`src/design/assert_macros.svh`:
```
// ----------------------------------------------------------------------------
// Assertion macros
// Shared concurrent assertion forms, clocked on clk and disabled in reset.
// ----------------------------------------------------------------------------
`ifndef ASSERT_MACROS_SVH
`define ASSERT_MACROS_SVH

// A property that must hold at every clock edge outside reset.
`define FFWB_ASSERT(lbl, prop, msg) \
    lbl: assert property (@(posedge clk) disable iff (!rst_n) (prop)) \
        else $error(msg);

// A condition that implies a consequence in the same cycle.
`define FFWB_ASSERT_NOW(lbl, ante, cons, msg) \
    lbl: assert property (@(posedge clk) disable iff (!rst_n) (ante) |-> (cons)) \
        else $error(msg);

// A condition that implies a consequence in the following cycle.
`define FFWB_ASSERT_NEXT(lbl, ante, cons, msg) \
    lbl: assert property (@(posedge clk) disable iff (!rst_n) (ante) |=> (cons)) \
        else $error(msg);

`endif

```
`src/design/ffwb_pkg.sv`:
```
// ----------------------------------------------------------------------------
// Frame window buffer package
// Sizes, command codes and the structures passed between the block's modules.
// ----------------------------------------------------------------------------
package ffwb_pkg;

    // Store geometry. FRAMES is a power of two, so the frame index wraps by
    // dropping the carry.
    localparam int FRAMES     = 32;
    localparam int COEFS      = 16;
    localparam int DEPTH      = FRAMES * COEFS;
    localparam int ADDR_W     = $clog2(DEPTH);
    localparam int PTR_W      = $clog2(FRAMES);

    // Field widths of the request and result.
    localparam int CMD_W      = 2;
    localparam int COEF_IDX_W = 4;
    localparam int OFS_W      = 5;
    localparam int VAL_W      = 8;
    localparam int SUM_W      = ((PTR_W > OFS_W) ? PTR_W : OFS_W) + 1;

    typedef logic [CMD_W-1:0] cmd_t;

    localparam cmd_t CMD_WRITE   = 2'd0;
    localparam cmd_t CMD_COMMIT  = 2'd1;
    localparam cmd_t CMD_READ    = 2'd2;
    localparam cmd_t CMD_CONSUME = 2'd3;

    typedef struct packed {
        cmd_t                   cmd;
        logic [COEF_IDX_W-1:0]  coef_index;
        logic [OFS_W-1:0]       frame_offset;
        logic [VAL_W-1:0]       coef_value;
    } req_t;

    typedef struct packed {
        logic              we;
        logic              re;
        logic [ADDR_W-1:0] addr;
        logic [VAL_W-1:0]  wdata;
    } mem_req_t;

    typedef struct packed {
        logic rd_ok;
        logic ready_res;
        logic filled;
    } meta_t;

    typedef struct packed {
        logic [PTR_W-1:0] wp;
        logic [PTR_W-1:0] lch;
        logic             filled;
    } state_t;

endpackage

```
`src/design/ffwb_req_if.sv`:
```
// ----------------------------------------------------------------------------
// Request channel
// Valid/ready channel carrying one buffer command and its operands.
// ----------------------------------------------------------------------------
interface ffwb_req_if;

    logic                                    valid;
    logic                                    ready;
    logic [ffwb_pkg::CMD_W-1:0]              cmd;
    logic [ffwb_pkg::COEF_IDX_W-1:0]         coef_index;
    logic [ffwb_pkg::OFS_W-1:0]              frame_offset;
    logic signed [ffwb_pkg::VAL_W-1:0]       coef_value;

    modport source (output valid, output cmd, output coef_index,
                    output frame_offset, output coef_value, input ready);
    modport sink   (input valid, input cmd, input coef_index,
                    input frame_offset, input coef_value, output ready);

endinterface

```
`src/design/ffwb_res_if.sv`:
```
// ----------------------------------------------------------------------------
// Result channel
// Valid/ready channel carrying one result per accepted request.
// ----------------------------------------------------------------------------
interface ffwb_res_if;

    logic                              valid;
    logic                              ready;
    logic signed [ffwb_pkg::VAL_W-1:0] read_value;
    logic                              ready_res;
    logic                              filled;

    modport source (output valid, output read_value, output ready_res,
                    output filled, input ready);
    modport sink   (input valid, input read_value, input ready_res,
                    input filled, output ready);

endinterface

```
`src/design/ffwb_ram.sv`:
```
// ----------------------------------------------------------------------------
// Generic single-port RAM
// One address a cycle, used for a write, a read or both, with registered read data.
// ----------------------------------------------------------------------------
module ffwb_ram #(
    parameter int  WIDTH  = 8,
    parameter int  DEPTH  = 512,
    localparam int ADDR_W = $clog2(DEPTH)
) (
    input  logic              clk,
    input  logic              we,
    input  logic              re,
    input  logic [ADDR_W-1:0] addr,
    input  logic [WIDTH-1:0]  wdata,
    output logic [WIDTH-1:0]  rdata
);

    logic [WIDTH-1:0] mem [DEPTH];
    logic [WIDTH-1:0] rdata_reg;

    always_ff @(posedge clk)
    begin
        if (we)
        begin
            mem[addr] <= wdata;
        end
        if (re)
        begin
            rdata_reg <= mem[addr];
        end
    end

    assign rdata = rdata_reg;

endmodule

```
`src/design/ffwb_ctrl.sv`:
```
// ----------------------------------------------------------------------------
// Window buffer control
// Holds the write pointer, consumed head and filled flag, and turns each
// accepted request into at most one store access and its result status.
// ----------------------------------------------------------------------------
module ffwb_ctrl (
    input  logic              clk,
    input  logic              rst_n,
    input  logic              accept,
    input  ffwb_pkg::req_t    req_pl,
    output ffwb_pkg::mem_req_t mem_req,
    output ffwb_pkg::meta_t   meta,
    output ffwb_pkg::state_t  st
);

    import ffwb_pkg::*;

    state_t           st_reg;
    state_t           st_next;
    logic             coef_ok;
    logic [SUM_W-1:0] rd_sum;
    logic [PTR_W-1:0] rd_frame;
    logic [PTR_W-1:0] frame;
    logic [PTR_W-1:0] lch_plus1;

    assign coef_ok  = 32'(req_pl.coef_index) < COEFS;
    assign rd_sum   = SUM_W'(st_reg.wp) + SUM_W'(req_pl.frame_offset);
    assign rd_frame = rd_sum[PTR_W-1:0];

    always_comb
    begin
        st_next       = st_reg;
        mem_req.we    = 1'b0;
        mem_req.re    = 1'b0;
        mem_req.wdata = req_pl.coef_value;
        meta.rd_ok    = 1'b0;
        frame         = st_reg.wp;

        if (accept)
        begin
            case (req_pl.cmd)
                CMD_WRITE:
                begin
                    mem_req.we = coef_ok;
                end
                CMD_COMMIT:
                begin
                    if (st_reg.wp == PTR_W'(FRAMES - 1))
                    begin
                        st_next.wp     = '0;
                        st_next.filled = 1'b1;
                    end
                    else
                    begin
                        st_next.wp = st_reg.wp + PTR_W'(1);
                    end
                end
                CMD_READ:
                begin
                    frame      = rd_frame;
                    mem_req.re = coef_ok;
                    meta.rd_ok = coef_ok;
                end
                CMD_CONSUME:
                begin
                    if (st_reg.wp == '0)
                    begin
                        st_next.lch = PTR_W'(FRAMES - 1);
                    end
                    else
                    begin
                        st_next.lch = st_reg.wp - PTR_W'(1);
                    end
                end
                default:
                begin
                    st_next = st_reg;
                end
            endcase
        end

        mem_req.addr = ADDR_W'(frame) * ADDR_W'(COEFS) + ADDR_W'(req_pl.coef_index);

        // The window is ready once filled and the pointer differs from the
        // frame following the consumed head, judged on the updated state.
        lch_plus1      = (st_next.lch == PTR_W'(FRAMES - 1)) ? '0 : st_next.lch + PTR_W'(1);
        meta.ready_res = st_next.filled && (st_next.wp != lch_plus1);
        meta.filled    = st_next.filled;
    end

    always_ff @(posedge clk or negedge rst_n)
    begin
        if (!rst_n)
        begin
            st_reg <= '0;
        end
        else
        begin
            st_reg <= st_next;
        end
    end

    assign st = st_reg;

endmodule

```
`src/design/ffwb_out.sv`:
```
// ----------------------------------------------------------------------------
// Result stage
// Pairs the store's read data with the request's status and holds the
// finished result in an output register until it is taken.
// ----------------------------------------------------------------------------
module ffwb_out (
    input  logic                 clk,
    input  logic                 rst_n,
    input  logic                 accept,
    input  ffwb_pkg::meta_t      meta_in,
    input  logic [ffwb_pkg::VAL_W-1:0] rdata,
    output logic                 take_ok,
    ffwb_res_if.source           res
);

    import ffwb_pkg::*;

    logic             s1_valid_reg;
    logic             s1_valid_next;
    meta_t            s1_meta_reg;
    logic             out_valid_reg;
    logic             out_valid_next;
    logic [VAL_W-1:0] out_value_reg;
    logic             out_ready_reg;
    logic             out_filled_reg;
    logic             adv;

    // The read stage moves on whenever the output register is free or is
    // being emptied in this cycle.
    assign adv     = !out_valid_reg || res.ready;
    assign take_ok = !s1_valid_reg || adv;

    always_comb
    begin
        s1_valid_next  = s1_valid_reg;
        out_valid_next = out_valid_reg;
        if (adv)
        begin
            out_valid_next = s1_valid_reg;
            s1_valid_next  = 1'b0;
        end
        if (accept)
        begin
            s1_valid_next = 1'b1;
        end
    end

    always_ff @(posedge clk or negedge rst_n)
    begin
        if (!rst_n)
        begin
            s1_valid_reg  <= 1'b0;
            out_valid_reg <= 1'b0;
        end
        else
        begin
            s1_valid_reg  <= s1_valid_next;
            out_valid_reg <= out_valid_next;
        end
    end

    always_ff @(posedge clk)
    begin
        if (accept)
        begin
            s1_meta_reg <= meta_in;
        end
        if (adv && s1_valid_reg)
        begin
            out_value_reg  <= s1_meta_reg.rd_ok ? rdata : '0;
            out_ready_reg  <= s1_meta_reg.ready_res;
            out_filled_reg <= s1_meta_reg.filled;
        end
    end

    assign res.valid      = out_valid_reg;
    assign res.read_value = out_value_reg;
    assign res.ready_res  = out_ready_reg;
    assign res.filled     = out_filled_reg;

endmodule

```
`src/design/feature_frame_window_buffer_core.sv`:
```
// ----------------------------------------------------------------------------
// Feature frame window buffer
// Circular store of coefficient frames with write, commit, read and consume.
// ----------------------------------------------------------------------------
// Requests arrive on the req channel (cmd, coef_index, frame_offset,
// coef_value); each accepted request yields exactly one result on the res
// channel (read_value, ready_res, filled), in request order.
// A request is taken in the cycle of its acceptance: the pointer, consumed
// head and filled flag are updated there and any store access it needs is
// issued to the RAM. The RAM's registered read data and the request's status
// meet in a read stage, and the finished result goes to an output register.
// A result passes through the read stage and then the output register before
// it is valid; throughput is one request per cycle while the receiver takes
// results, set by the one RAM port that each request uses for at most one access.
// While the receiver stalls, the output register holds its result and the
// read stage holds the next one; once both are full, req.ready drops and the
// RAM read data is kept because no new read is issued.
// Reset clears the write pointer, the consumed head, the filled flag and both
// stage valid flags. The coefficient store is not cleared: a slot that has
// never been written reads back as an unspecified value.
// ----------------------------------------------------------------------------
`include "assert_macros.svh"

module feature_frame_window_buffer_core (
    input  logic       clk,
    input  logic       rst_n,
    ffwb_req_if.sink   req,
    ffwb_res_if.source res
);

    import ffwb_pkg::*;

    req_t             req_pl;
    mem_req_t         mem_req;
    meta_t            meta;
    state_t           st;
    logic             accept;
    logic             take_ok;
    logic [VAL_W-1:0] rdata;

    assign req.ready = take_ok;
    assign accept    = req.valid && take_ok;

    assign req_pl.cmd          = req.cmd;
    assign req_pl.coef_index   = req.coef_index;
    assign req_pl.frame_offset = req.frame_offset;
    assign req_pl.coef_value   = req.coef_value;

    // Pointer state and address generation for the accepted request.
    ffwb_ctrl u_ctrl (
        .clk     (clk),
        .rst_n   (rst_n),
        .accept  (accept),
        .req_pl  (req_pl),
        .mem_req (mem_req),
        .meta    (meta),
        .st      (st)
    );

    // Coefficient store: one frame of COEFS entries per slot.
    ffwb_ram #(
        .WIDTH (VAL_W),
        .DEPTH (DEPTH)
    ) u_store (
        .clk   (clk),
        .we    (mem_req.we),
        .re    (mem_req.re),
        .addr  (mem_req.addr),
        .wdata (mem_req.wdata),
        .rdata (rdata)
    );

    // Read stage and output register.
    ffwb_out u_out (
        .clk     (clk),
        .rst_n   (rst_n),
        .accept  (accept),
        .meta_in (meta),
        .rdata   (rdata),
        .take_ok (take_ok),
        .res     (res)
    );

    // A result can only report the window ready once the store has filled.
    `FFWB_ASSERT_NOW(a_ready_implies_filled, res.valid, !res.ready_res || res.filled, "ready without filled")

    // A commit at the last slot wraps the pointer and sets the filled flag.
    `FFWB_ASSERT_NEXT(a_commit_wraps, accept && req.cmd == CMD_COMMIT && st.wp == PTR_W'(FRAMES - 1), st.wp == '0 && st.filled, "commit at last slot did not wrap")

    // The filled flag never clears outside reset.
    `FFWB_ASSERT_NEXT(a_filled_sticky, st.filled, st.filled, "filled flag cleared")

    // The store is never asked to write and read in the same cycle.
    `FFWB_ASSERT(a_single_access, !(mem_req.we && mem_req.re), "store write and read together")

endmodule

```
`src/flat_wrapper.sv`:
```
// flat-port wrapper written by rule: the top's interface ports become plain ports
module feature_frame_window_buffer_core_flat import ffwb_pkg::*;
  (clk, rst_n, req_valid, req_cmd, req_coef_index, req_frame_offset, req_coef_value, req_ready, res_valid, res_read_value, res_ready_res, res_filled, res_ready);
  ffwb_req_if req_i ();
  ffwb_res_if res_i ();
  input  logic clk;
  input  logic rst_n;
  input wire logic [$bits(req_i.valid)-1:0] req_valid;
  input wire logic [$bits(req_i.cmd)-1:0] req_cmd;
  input wire logic [$bits(req_i.coef_index)-1:0] req_coef_index;
  input wire logic [$bits(req_i.frame_offset)-1:0] req_frame_offset;
  input wire logic [$bits(req_i.coef_value)-1:0] req_coef_value;
  output wire logic [$bits(req_i.ready)-1:0] req_ready;
  output wire logic [$bits(res_i.valid)-1:0] res_valid;
  output wire logic [$bits(res_i.read_value)-1:0] res_read_value;
  output wire logic [$bits(res_i.ready_res)-1:0] res_ready_res;
  output wire logic [$bits(res_i.filled)-1:0] res_filled;
  input wire logic [$bits(res_i.ready)-1:0] res_ready;
  assign req_i.valid = req_valid;
  assign req_i.cmd = req_cmd;
  assign req_i.coef_index = req_coef_index;
  assign req_i.frame_offset = req_frame_offset;
  assign req_i.coef_value = req_coef_value;
  assign req_ready = req_i.ready;
  assign res_valid = res_i.valid;
  assign res_read_value = res_i.read_value;
  assign res_ready_res = res_i.ready_res;
  assign res_filled = res_i.filled;
  assign res_i.ready = res_ready;
  feature_frame_window_buffer_core u_core (.clk(clk), .rst_n(rst_n), .req(req_i), .res(res_i));
endmodule
```
`config.mk`:
```
export PLATFORM = sky130hd
export DESIGN_NAME = feature_frame_window_buffer_core_flat
export DESIGN_NICKNAME = d
export VERILOG_FILES = /design/src/design/ffwb_pkg.sv /design/src/design/ffwb_req_if.sv /design/src/design/ffwb_res_if.sv /design/src/design/ffwb_ram.sv /design/src/design/ffwb_ctrl.sv /design/src/design/ffwb_out.sv /design/src/design/feature_frame_window_buffer_core.sv /design/src/flat_wrapper.sv
export VERILOG_INCLUDE_DIRS = /design/src /design/src/design
export SDC_FILE = /design/constraint.sdc
export NUM_CORES = 2
export LEC_CHECK = 0
export BUFFER_PORTS_ARGS = -buffer_cell sky130_fd_sc_hd__clkbuf_2
export CORE_UTILIZATION = 47
export DETAILED_ROUTE_END_ITERATION = 10
export HOLD_SLACK_MARGIN = 0.06
export PLACE_DENSITY = 0.73
export SETUP_SLACK_MARGIN = 0.2
export SYNTH_ARGS = -nofsm -noshare
export SYNTH_HDL_FRONTEND = slang
export SYNTH_SLANG_ARGS = --single-unit
export TNS_END_PERCENT = 30
```
`constraint.sdc`:
```
create_clock -name clk -period 4.7 [get_ports clk]
set_input_delay 0.94 -clock clk [delete_from_list [all_inputs] [get_ports clk]]
set_output_delay 0.94 -clock clk [all_outputs]
set_load 0.01 [all_outputs]
```
==> impl_metrics.tcl <==
set metrics [dict create \
    dp.cells 12100 \
    antenna_found_initial 14 \
    totalWireLength_mm 411 \
    initial_utilization 0.474 \
    grt.busiest_layer "met2" \
    overflow 0 \
    syn-num-nets 6990 \
    clock-skew-final_ps 74.9 \
    antenna_left 0 \
    hold_start "res_ready" \
    p_seq_frac 0.512 \
    met2_usage 0.380 \
    path_clk_slew_ps 70 \
    clk_path_buf_depth 4 \
    outcome "finished clean" \
    syn2layout_area_growth_pct 16.2 \
    startpoint_type "register" \
    grtUsageMet1 0.325 \
    synth_edf_count 4117 \
    max_stage_delay_ps 1050 \
    path_delay_family "compound AO/OA/AOI/OAI gates" \
    whs_ps 312 \
    p_leak_nw 59.2 \
    place_hpwl_mm 249 \
    dieArea_mm2 0.342 \
    yosysSeqAreaShare 0.775 \
    path_class "reg -> reg" \
    gp_congestion 0.936 \
    drv_slew 0 \
    grt_pass1_vias 80600 \
    synth_area_leader_cell "edfxtp_1" \
    crit_chain "ha_1 -> inv_1 -> fa_1 -> nand2b_1 -> a21oi_1 -> xor2_1 -> a31oi_1 -> buf_4 -> buf_4 -> a2111oi_0 -> nor4_1 -> nand4_1" \
    ys_types 54 \
    synth-seq-cells 4130 \
    layout-drive-gt1-share 0.351 \
    fmax_mhz 233 \
    yosysWarnings 0 \
    cts.sinks 4130 \
    avgSynthCellArea_um2 23.0 \
    die_y_um 585 \
    fillerInstances 24100 \
    cap_viol_max_count 0 \
    htreeDepth 5 \
    whs_endpoint "u_core.u_out.res.valid" \
    stdcell_count 12800 \
    power_density_mw_per_mm2 428 \
    grt_usage 0.239 \
    avgRoutedWirePerCell_um 32.1 \
    comb_power_share 0.086 \
    port_buffers 34 \
    drt_pre_antenna_iters 6 \
    synth_area_leaders "edfxtp_1 77%, mux4_2 17%, nor2_1 1.3%" \
    finalHoldViolCount 0 \
    async_flop_share 0.00315 \
    p_sw_mw 18.1 \
    rsz0062_at_grt "false" \
    finalSetupViolations 0 \
    end_kind "register" \
    clkPwrFrac 0.402 \
    netlist_top_cells_count "4,117 x edfxtp_1, 1,238 x mux4_2, 534 x nor2_1" \
    relSlewSlack 0.137 \
    fin_nets 8012 \
    via_count 80200 \
    cts_tree "built" \
    setup_tns_ps 0 \
    timing.final.crit_share 0.913 \
    drt_iter0_drc 11200 \
    syn_inst 6957 \
    critPathMaxFanout 12 \
    r2r-end "u_core.u_store.rdata[0]" \
    yosysMostFrequentCell "edfxtp_1" \
    netSwitchingFraction 0.227 \
    crit_required_ps 5480 \
    drc 0 \
    met3_usage 0.0537 \
    r2r_slack_ps 410 \
    rows 213 \
    period_minus_slack_ps 4290 \
    grt_max_degree 192 \
    irDropWorstVdd_mv 0.363 \
    yosysTopAreaCellShare 0.773 \
    cp_num_buf_inv 3 \
    whs_path_depth 3 \
    cts_buffers 393 \
    worst_pin_slew_ps 1290 \
    via_per_inst 6.26 \
    cpMostUsedCell "buf_4" \
    cts-root-buf "clkbuf_16" \
    io_pins 35 \
    largest_reg_flops 4096 \
    arrival_ps 5070 \
    slowest_stage "a2111oi_0" \
    fin_util 0.551 \
    p_int_mw 61.5 \
    syn_area_mm2 0.160 \
    r2r_start "u_core.u_ctrl.st[6]" \
    grt_pass1_wl_mm 588 \
    synth_ff_type "edfxtp_1" \
    die_width_um 585 \
    core-area_mm2 0.337 \
    min_path_type "in -> reg" \
    clock_latency_ps 940 \
    rr_worst_depth 12 \
]
-- per-layer routing --
| metal | wire length [um] | vias up | part of all wire |
|---|---|---|---|
| li1 | - | 31500 | - |
| met3 | 45900 | 872 | 0.11 |
| met1 | 150000 | 42300 | 0.36 |
| met2 | 197000 | 5446 | 0.48 |
| met5 | 72 | - | 0.00017 |
| met4 | 18600 | 10 | 0.045 |
-- worst max path at each step --
stage	startpoint	to	slack [ps]	cells past startpoint
after floorplan	req_frame_offset[0]	u_core.u_store.mem[283][0]	670	12
after global placement	req_coef_index[0]	u_core.u_store.rdata[7]	-150	10
after detailed placement	req_coef_index[0]	u_core.u_store.rdata[7]	-80	10
after CTS	u_core.u_ctrl.st[6]	u_core.u_store.rdata[7]	610	11
after global routing	u_core.u_ctrl.st[6]	u_core.u_store.rdata[1]	380	12
final	u_core.u_ctrl.st[6]	u_core.u_store.rdata[0]	410	12
-- logic make-up (layout without fill, tap and decap cells) --
kind of cell,after synthesis,in the layout,synth area share
simple gates,852,852,0.0219
flops,4130,4130,0.775
compound gates,211,211,0.00985
mux,1305,1305,0.179
buf+inv,438,1773,0.0128
other cells,0,4,0
fa+ha+maj,10,10,0.000830
xor+xnor,11,11,0.000603
-- tightest hold or removal path, stage by stage --
cell,delay [ps]
clkbuf_2,80
nand2b_1,110
nand2b_1,60
-- area by class of cell --
class                           count  area (um^2)  area share
Inverter                            8         30.0    0.000162
Timing Repair Buffer             1057         9190      0.0495
Tap cell                         4515         5650      0.0304
Multi-Input combinational cell   2389        34100       0.183
Clock buffer                      455        10200      0.0550
Antenna cell                        4         10.0   0.0000539
Sequential cell                  4130       124000       0.667
Clock inverter                    253         2690      0.0145
-- repair_timing --
item | CTS | global route
endpoints found under the hold margin | 13 | 0
gates resized for setup | 0 | 0
setup buffers | 0 | 0
hold buffers | 1 | 0
-- through the flow --
stage / setup slack [ps] / instance area (um^2) / power, mW
global route: 380 / 186000 / 81.3
detailed placement: -79.7 / 173000 / 48.2
finish: 408 / 186000 / 79.6
global placement: -148 / 173000 / 48.0
CTS: 613 / 186000 / 79.7
floorplan: 666 / 160000 / 44.6
-- power by group through the flow --
| stage | Combinational, mW | Sequential (mW) | Clock, mW |
|---|---|---|---|
| finish | 6.85 | 40.8 | 32.0 |
| detailed placement | 6.64 | 41.5 | 0 |
| global route | 7.00 | 40.7 | 33.6 |
| global placement | 6.52 | 41.5 | 0 |
| CTS | 6.67 | 40.7 | 32.3 |
| floorplan | 3.17 | 41.5 | 0 |
-- cells in the final DEF (no fill, tap or decap), drive strengths merged, types with 20 or more instances in the layout --
master | synthesis | layout
edfxtp | 4117 | 4117
mux4 | 1238 | 1238
buf | 203 | 1034
nor2 | 534 | 534
clkbuf | 227 | 477
nand2 | 171 | 171
clkinv | 1 | 162
nor3 | 64 | 64
mux2i | 63 | 63
bufinv | 0 | 52
a22oi | 44 | 44
a2111oi | 42 | 42
a21oi | 29 | 29
clkinvlp | 0 | 24
inv | 7 | 23
a22o | 20 | 20
a221oi | 20 | 20
No activity file was read; power rests on OpenSTA's default activity.
